==> config.mk <==
export PLATFORM = sky130hd
export DESIGN_NAME = crlf_line_framer_with_truncation
export DESIGN_NICKNAME = d
export VERILOG_FILES = /design/src/rtl/core/crlf_pkg.sv /design/src/rtl/core/crlf_line_framer_with_truncation.sv /design/src/rtl/core/crlf_front.sv /design/src/rtl/core/crlf_queue.sv /design/src/rtl/core/crlf_back.sv
export SDC_FILE = /design/constraint.sdc
export NUM_CORES = 1
export LEC_CHECK = 0
export BUFFER_PORTS_ARGS = -buffer_cell sky130_fd_sc_hd__buf_2
export CELL_PAD_IN_SITES_DETAIL_PLACEMENT = 1
export CELL_PAD_IN_SITES_GLOBAL_PLACEMENT = 2
export CORE_MARGIN = 2
export CORE_UTILIZATION = 36
export CTS_CLUSTER_DIAMETER = 150
export CTS_CLUSTER_SIZE = 28
export DETAILED_ROUTE_END_ITERATION = 8
export PLACE_DENSITY_LB_ADDON = 0.1
export SLEW_MARGIN = 20
export SYNTH_ARGS = -nofsm -noshare
export SYNTH_HDL_FRONTEND = slang
export SYNTH_SLANG_ARGS = --single-unit
==> constraint.sdc <==
create_clock -name clk -period 3.55 [get_ports clk]
set_clock_uncertainty 0.2 [all_clocks]
set_input_delay 0.71 -clock clk [delete_from_list [all_inputs] [get_ports clk]]
set_output_delay 0.71 -clock clk [all_outputs]
set_load 0.02 [all_outputs]
==> src/rtl/core/crlf_pkg.sv <==
// shared types and constants of the crlf line framer
package crlf_pkg;

    localparam int LIMIT_W = 13;
    localparam logic [LIMIT_W-1:0] LIMIT_MIN   = 13'd4;
    localparam logic [LIMIT_W-1:0] LIMIT_MAX   = 13'd4096;
    localparam logic [LIMIT_W-1:0] LIMIT_RESET = 13'd512;

    localparam logic [7:0] CHAR_CR = 8'h0D;
    localparam logic [7:0] CHAR_LF = 8'h0A;

    localparam int QUEUE_DEPTH = 4;
    localparam int QUEUE_AW    = $clog2(QUEUE_DEPTH);

    localparam int ADDR_W = 3;
    localparam int DATA_W = 32;
    localparam logic REG_LINE_LIMIT = 1'b0;

    typedef struct packed {
        logic [7:0] data;
        logic       line_end;
        logic       cut;
    } crlf_entry_t;

    typedef struct packed {
        logic full;
        logic empty;
    } crlf_qstat_t;

endpackage

==> src/rtl/core/crlf_line_framer_with_truncation.sv <==
// top level of the crlf line framer: config register and front/queue/back
//
// Byte stream in on in_valid/in_ready/in_byte, one word per byte. Lines end
// with cr lf; every byte of a line comes out on out_valid/out_ready with the
// closing lf marked by line_end. A line that reaches line_limit-1 bytes
// without cr lf is cut: cr and lf are inserted with was_cut set (line_end on
// the lf) and the rest of the line up to the next cr lf is dropped.
// line_limit sits at apb addresses 0..3, reset 512, clamped to 4..4096 on use;
// write it only while the block is idle.
// An accepted byte passes through the queue and then the output register.
// Throughput: one byte per cycle while the queue has room; the front
// classifies each byte as it is taken and a four-word queue feeds the back,
// which puts out one word per cycle while the receiver takes them, so a cut
// takes two output words and the queue absorbs the extra word. When the
// receiver stalls, the output word holds and the queue fills; in_ready drops
// once the queue is full. Dropped bytes take no queue space but are still only
// accepted while the queue has room. Reset clears line state, the queue and the
// output register and loads the default limit.
module crlf_line_framer_with_truncation
    import crlf_pkg::*;
(
    input  logic              clk,
    input  logic              rst_n,
    input  logic              in_valid,
    output logic              in_ready,
    input  logic [7:0]        in_byte,
    output logic              out_valid,
    input  logic              out_ready,
    output logic [7:0]        out_byte,
    output logic              line_end,
    output logic              was_cut,
    input  logic              psel,
    input  logic              penable,
    input  logic              pwrite,
    input  logic [ADDR_W-1:0] paddr,
    input  logic [DATA_W-1:0] pwdata,
    output logic [DATA_W-1:0] prdata,
    output logic              pready
);

    logic [LIMIT_W-1:0] line_limit_reg;
    logic               reg_sel;
    logic               push;
    logic               pop;
    crlf_entry_t        push_entry;
    crlf_entry_t        head;
    crlf_qstat_t        qstat;

    assign pready  = 1'b1;
    assign reg_sel = (paddr[ADDR_W-1] == REG_LINE_LIMIT);

    always_ff @(posedge clk or negedge rst_n)
    begin
        if (!rst_n)
            line_limit_reg <= LIMIT_RESET;
        else if (psel && penable && pwrite && reg_sel)
            line_limit_reg <= pwdata[LIMIT_W-1:0];
    end

    assign prdata = reg_sel ? {{(DATA_W-LIMIT_W){1'b0}}, line_limit_reg} : '0;

    crlf_front u_front (
        .clk        (clk),
        .rst_n      (rst_n),
        .in_valid   (in_valid),
        .in_ready   (in_ready),
        .in_byte    (in_byte),
        .line_limit (line_limit_reg),
        .qstat      (qstat),
        .push       (push),
        .push_entry (push_entry)
    );

    crlf_queue u_queue (
        .clk        (clk),
        .rst_n      (rst_n),
        .push       (push),
        .push_entry (push_entry),
        .pop        (pop),
        .head       (head),
        .qstat      (qstat)
    );

    crlf_back u_back (
        .clk       (clk),
        .rst_n     (rst_n),
        .head      (head),
        .qstat     (qstat),
        .pop       (pop),
        .out_valid (out_valid),
        .out_ready (out_ready),
        .out_byte  (out_byte),
        .line_end  (line_end),
        .was_cut   (was_cut)
    );

endmodule

==> src/rtl/core/crlf_front.sv <==
// front end: takes bytes, tracks line state, decides pass, cut or drop
module crlf_front
    import crlf_pkg::*;
(
    input  logic               clk,
    input  logic               rst_n,
    input  logic               in_valid,
    output logic               in_ready,
    input  logic [7:0]         in_byte,
    input  logic [LIMIT_W-1:0] line_limit,
    input  crlf_qstat_t        qstat,
    output logic               push,
    output crlf_entry_t        push_entry
);

    logic               prev_cr_reg, prev_cr_next;
    logic               dropping_reg, dropping_next;
    logic [LIMIT_W-1:0] count_reg, count_next;
    logic [LIMIT_W-1:0] eff_limit;
    logic               accept;
    logic               closes;
    logic               is_cr;
    logic               at_limit;

    always_comb
    begin
        if (line_limit < LIMIT_MIN)
            eff_limit = LIMIT_MIN;
        else if (line_limit > LIMIT_MAX)
            eff_limit = LIMIT_MAX;
        else
            eff_limit = line_limit;
    end

    assign in_ready = !qstat.full;
    assign accept   = in_valid && in_ready;
    assign is_cr    = (in_byte == CHAR_CR);
    assign closes   = prev_cr_reg && (in_byte == CHAR_LF);
    // cut when count + 1 reaches limit - 1
    assign at_limit = ({1'b0, count_reg} + (LIMIT_W+1)'(2)) >= {1'b0, eff_limit};

    always_comb
    begin
        prev_cr_next        = prev_cr_reg;
        dropping_next       = dropping_reg;
        count_next          = count_reg;
        push                = 1'b0;
        push_entry.data     = in_byte;
        push_entry.line_end = 1'b0;
        push_entry.cut      = 1'b0;
        if (accept)
        begin
            if (dropping_reg)
            begin
                count_next   = '0;
                prev_cr_next = closes ? 1'b0 : is_cr;
                if (closes)
                    dropping_next = 1'b0;
            end
            else if (closes)
            begin
                push                = 1'b1;
                push_entry.line_end = 1'b1;
                prev_cr_next        = 1'b0;
                count_next          = '0;
            end
            else if (at_limit)
            begin
                push            = 1'b1;
                push_entry.data = '0;
                push_entry.cut  = 1'b1;
                dropping_next   = 1'b1;
                prev_cr_next    = is_cr;
                count_next      = '0;
            end
            else
            begin
                push         = 1'b1;
                count_next   = count_reg + LIMIT_W'(1);
                prev_cr_next = is_cr;
            end
        end
    end

    always_ff @(posedge clk or negedge rst_n)
    begin
        if (!rst_n)
        begin
            prev_cr_reg  <= 1'b0;
            dropping_reg <= 1'b0;
            count_reg    <= '0;
        end
        else
        begin
            prev_cr_reg  <= prev_cr_next;
            dropping_reg <= dropping_next;
            count_reg    <= count_next;
        end
    end

    a_count_bound: assert property (@(posedge clk) disable iff (!rst_n)
        count_reg < LIMIT_MAX)
        else $error("line count ran past the largest limit");

    a_drop_no_count: assert property (@(posedge clk) disable iff (!rst_n)
        dropping_reg |-> count_reg == '0)
        else $error("line count moved while dropping a tail");

    a_no_push_drop: assert property (@(posedge clk) disable iff (!rst_n)
        dropping_reg && !(prev_cr_reg && in_byte == CHAR_LF) |-> !push)
        else $error("word queued while dropping a tail");

endmodule

==> src/rtl/core/crlf_queue.sv <==
// short queue of classified words between front and back
module crlf_queue
    import crlf_pkg::*;
(
    input  logic        clk,
    input  logic        rst_n,
    input  logic        push,
    input  crlf_entry_t push_entry,
    input  logic        pop,
    output crlf_entry_t head,
    output crlf_qstat_t qstat
);

    crlf_entry_t         mem_reg [QUEUE_DEPTH];
    logic [QUEUE_AW-1:0] wr_ptr_reg, rd_ptr_reg;
    logic [QUEUE_AW:0]   count_reg;

    assign qstat.full  = (count_reg == (QUEUE_AW+1)'(QUEUE_DEPTH));
    assign qstat.empty = (count_reg == '0);
    assign head        = mem_reg[rd_ptr_reg];

    always_ff @(posedge clk)
    begin
        if (push)
            mem_reg[wr_ptr_reg] <= push_entry;
    end

    always_ff @(posedge clk or negedge rst_n)
    begin
        if (!rst_n)
        begin
            wr_ptr_reg <= '0;
            rd_ptr_reg <= '0;
            count_reg  <= '0;
        end
        else
        begin
            if (push)
                wr_ptr_reg <= wr_ptr_reg + QUEUE_AW'(1);
            if (pop)
                rd_ptr_reg <= rd_ptr_reg + QUEUE_AW'(1);
            if (push && !pop)
                count_reg <= count_reg + (QUEUE_AW+1)'(1);
            else if (pop && !push)
                count_reg <= count_reg - (QUEUE_AW+1)'(1);
        end
    end

    a_no_overflow: assert property (@(posedge clk) disable iff (!rst_n)
        !(push && qstat.full))
        else $error("push into a full queue");

    a_no_underflow: assert property (@(posedge clk) disable iff (!rst_n)
        !(pop && qstat.empty))
        else $error("pop from an empty queue");

    a_count_bound: assert property (@(posedge clk) disable iff (!rst_n)
        count_reg <= (QUEUE_AW+1)'(QUEUE_DEPTH))
        else $error("queue count out of range");

endmodule

==> src/rtl/core/crlf_back.sv <==
// back end: expands queued words into output words behind an output register
module crlf_back
    import crlf_pkg::*;
(
    input  logic        clk,
    input  logic        rst_n,
    input  crlf_entry_t head,
    input  crlf_qstat_t qstat,
    output logic        pop,
    output logic        out_valid,
    input  logic        out_ready,
    output logic [7:0]  out_byte,
    output logic        line_end,
    output logic        was_cut
);

    typedef enum logic {EMIT_WORD, EMIT_LF} state_t;

    state_t     state_reg, state_next;
    logic       valid_reg, valid_next;
    logic [7:0] byte_reg, byte_next;
    logic       end_reg, end_next;
    logic       cut_reg, cut_next;
    logic       load;

    assign load = !valid_reg || out_ready;

    always_comb
    begin
        state_next = state_reg;
        valid_next = valid_reg;
        byte_next  = byte_reg;
        end_next   = end_reg;
        cut_next   = cut_reg;
        pop        = 1'b0;
        if (load)
        begin
            valid_next = !qstat.empty;
            if (!qstat.empty)
            begin
                case (state_reg)
                    EMIT_WORD:
                    begin
                        if (head.cut)
                        begin
                            // first word of a cut: inserted cr, entry stays
                            byte_next  = CHAR_CR;
                            end_next   = 1'b0;
                            cut_next   = 1'b1;
                            state_next = EMIT_LF;
                        end
                        else
                        begin
                            byte_next = head.data;
                            end_next  = head.line_end;
                            cut_next  = 1'b0;
                            pop       = 1'b1;
                        end
                    end
                    EMIT_LF:
                    begin
                        byte_next  = CHAR_LF;
                        end_next   = 1'b1;
                        cut_next   = 1'b1;
                        pop        = 1'b1;
                        state_next = EMIT_WORD;
                    end
                    default:
                    begin
                        state_next = EMIT_WORD;
                    end
                endcase
            end
        end
    end

    always_ff @(posedge clk or negedge rst_n)
    begin
        if (!rst_n)
        begin
            state_reg <= EMIT_WORD;
            valid_reg <= 1'b0;
            byte_reg  <= '0;
            end_reg   <= 1'b0;
            cut_reg   <= 1'b0;
        end
        else
        begin
            state_reg <= state_next;
            valid_reg <= valid_next;
            byte_reg  <= byte_next;
            end_reg   <= end_next;
            cut_reg   <= cut_next;
        end
    end

    assign out_valid = valid_reg;
    assign out_byte  = byte_reg;
    assign line_end  = end_reg;
    assign was_cut   = cut_reg;

    a_lf_follows_cr: assert property (@(posedge clk) disable iff (!rst_n)
        valid_reg && out_ready && cut_reg && !end_reg
        |=> valid_reg && cut_reg && end_reg && byte_reg == CHAR_LF)
        else $error("cut cr not followed by cut lf");

    a_lf_state: assert property (@(posedge clk) disable iff (!rst_n)
        state_reg == EMIT_LF |-> valid_reg && cut_reg && !end_reg && !qstat.empty)
        else $error("pending cut lf without its cr on the output");

    a_cut_bytes: assert property (@(posedge clk) disable iff (!rst_n)
        valid_reg && cut_reg |-> byte_reg == CHAR_CR || byte_reg == CHAR_LF)
        else $error("cut word carries a byte other than cr or lf");

endmodule
==> metrics.md <==
| Metric | Value |
|---|---|
| Critical Path RT | 3.57 ns |
| # DRC | 0 |
| Setup violations, final | 0 |
| Unrepaired setup endpoints after global routing | false |
| PortBufs | 53 |
| CP endpoint kind | register |
| Clock buffer depth | 2 |
| Die H | 117 um |
| Worst-path clk slew | 0.06 ns |
| Main area contributors after synthesis | edfxtp_1 26%, dfrtp_1 25%, ha_1 5.4% |
| Critical Path Source Type | register |
| Vias in the first global route | 3296 |
| Ys async rst share | 0.540 |
| Max Cap Violations | 0 |
| Count of non-filler cells in the finished layout | 632 |
| Post-CTS setup buffer count | 0 |
| Largest net degree at the start of global routing | 28 |
| Synth warn | 0 |
| Run status | complete, no violations |
| Final WL | 10.4 mm |
| Switching Fraction | 0.337 |
| Fillers | 1388 |
| Max-slew violations | 0 |
| Antenna diodes | 0 |
| Nets | 526 |
| # hold bufs at CTS | 0 |
| Later-pin clock latency in the skew report | 0.35 ns |
| Synth Cell Area | 4600 um2 |
| EDFF count, synth | 40 |
| Vias | 3124 |
| Row cnt | 41 |
| TritonCTS Buffers | 9 |
| Core footprint | 12600 um2 |
| Mapped Cells | 391 |
| Leak Pwr | 2.29 nW |
| Placed instance count | 616 |
| Clk root buf | clkbuf_16 |
| IO Pins | 95 |
| First-pass GRT wire length | 17.1 mm |
| ANT nets after route | 0 |
| Initial antenna violation count | 0 |
| PwrDens | 665 nW/um2 |
| Clock power frac | 0.282 |
| Area growth syn-to-layout | 17.7% |
| Wirelength per Cell | 16.5 um |
| Worst Path Arrival | 3.31 ns |
| Register area share after synthesis | 0.517 |
| Slew HR | 0.523 |
| Via density | 4.94 |
| Crit path time final | 3.30 ns |
| H-tree levels | 3 |
| First-pass DRT Iterations | 4 |
| Synth unique cells | 54 |
| P_sw | 1.21 mW |
| Area leader, netlist | edfxtp_1 |
| Total Routing Usage GR | 0.168 |
| Total power | 3.60 mW |
| Grt total ovfl | 0 |
| Logic pwr share | 0.321 |
| GRT met3 Usage | 0.0268 |
| Placed cell area | 5070 um2 |
| Period utilization | 0.928 |
| Clk sink count | 87 |
| Layout cells sized above 1 | 0.285 |
| Total Negative Setup Slacks | 0 ns |
| Top FF cell, synth | dfrtp_1 |
| Top Usage Layer GRT | met2 |
| Initial Utilization | 0.366 |
| Drt first-iter violations | 144 |
| Die X | 117 um |
| Final Hold Viols | 0 |
| Reg power frac | 0.397 |
| CTS tree | done |
| Die area | 13700 um2 |
| Max FFs per register | 40 |
| Avg Synthesized Cell Area | 11.8 um2 |
| #FFs+latches synth | 87 |
| Worst slew pin tran | 0.712 ns |
| Detail Placement HPWL | 7.73 mm |
| Global Route met1 Usage | 0.199 |
| Max Fclk | 303 MHz |
| HP Class | in -> async |
| CP max FO | 10 |
| WS Path Type | reg -> reg |
| M2 GR Usage | 0.301 |
| Cell Int Power | 2.39 mW |
| Placer Congestion | 0.744 |
| Peak VDD IR | 270 uV |
| Finished Cell Area | 5420 um2 |
| Post-synth top area share | 0.261 |
-- Yosys cell counts, types with 9 or more instances --
master and n:
buf_2 9, buf_4 22, dfrtp_1 46, edfxtp_1 40
ha_1 20, inv_1 11, mux2_2 14, mux4_2 10
nand2_1 46, nand3_1 15, nand4_1 13, nor2_1 16
nor2b_1 12, o21ai_0 10, xor2_1 10
-- stage by stage --
stage / utilization / hold WS, ns / setup slack, ns
2_1_floorplan: - / 0.214 / 0.301
3_3_place_gp: 0.403 / 0.254 / 0.163
3_5_place_dp: 0.403 / 0.269 / 0.0570
4_1_cts: 0.428 / 0.201 / 0.0176
5_1_grt: 0.431 / 0.230 / 0.0102
6_report: 0.431 / 0.187 / 0.255
-- layer usage --
metal | vias up | share of wire | routed length [um]
met5 | - | 0 | 0
met1 | 1556 | 0.42 | 4410
met3 | 9 | 0.025 | 265
met4 | 0 | 0.019 | 200
li1 | 1509 | - | -
met2 | 50 | 0.53 | 5520
-- critical path: stages, from the launching register on --
cell and delay [ns]:
dfrtp_1 0.42, ha_1 0.19, nand3_1 0.12, nor3_2 0.23
nand3_1 0.14, xnor2_2 0.18, ha_1 0.31, a21o_1 0.18
a221oi_1 0.31, a21boi_4 0.25, nand2_2 0.16, a21boi_0 0.30
buf_4 0.18
-- power groups by stage --
stage	clock network, mW	registers (mW)	logic (mW)
6_report	1.02	1.43	1.16
5_1_grt	1.09	1.47	1.32
4_1_cts	1.04	1.43	1.18
3_5_place_dp	0	1.45	1.17
3_3_place_gp	0	1.44	1.15
2_1_floorplan	0	1.47	0.801
-- cells by family after synthesis --
logic type / count (synthesis) / synth area share
AO/OA/AOI/OAI: 55 / 0.0924
XOR/XNOR: 17 / 0.0323
adder cells (fa/ha/maj): 21 / 0.0587
buffers and inverters: 51 / 0.0620
flip-flops: 87 / 0.517
multiplexers: 25 / 0.0853
other: 2 / 0.00163
AND/OR/NAND/NOR: 133 / 0.151
-- final cells by class --
class	instances	area, um2	area share
Clock inverter	6	86.3	0.0159
Tap cell	172	215	0.0397
Sequential cell	87	2380	0.440
Timing Repair Buffer	74	427	0.0787
Inverter	12	45.0	0.00831
Clock buffer	10	229	0.0422
Multi-Input combinational cell	271	2040	0.375
-- cell usage in the layout (no fill, tap or decap), drive strengths merged, types with 4 or more instances in the layout --
cell,n
a32o,4
and3,6
o211ai,5
edfxtp,40
clkinv,5
nor2,16
nor3,4
conb,20
nor4,4
a41oi,4
xnor2,7
dfrtp,46
nor2b,12
mux2,14
o21ai,13
buf,74
nand4,13
a21o,4
a21oi,7
nand3,16
clkbuf,10
inv,11
ha,20
and2,5
a21boi,9
mux4,10
nand2,48
xor2,10
-- path summary, 6_finish.rpt --
check | from | to | cells after the start | slack, ns
worst max-delay path | u_front.count_reg[2] | u_queue.mem_reg[1][5] | 12 | 0.25
worst min-delay path | rst_n | u_back.out_byte[5] | 1 | 0.19
worst max register to register | u_front.count_reg[2] | u_queue.mem_reg[1][5] | 12 | 0.25
worst min register to register | u_back.out_byte[1] | u_back.out_byte[1] | 2 | 0.27
max in group asynchronous | rst_n | u_front.count_reg[1] | 2 | 2.20
min in group clk | u_back.out_byte[1] | u_back.out_byte[1] | 2 | 0.27
-- what timing repair did --
action | 4_1_cts | 5_1_grt
endpoints found under the hold margin | 0 | 0
resized for setup | 0 | 17
endpoints found under the setup margin | 0 | 45
Note: power is estimated with default switching activity, not from simulation.
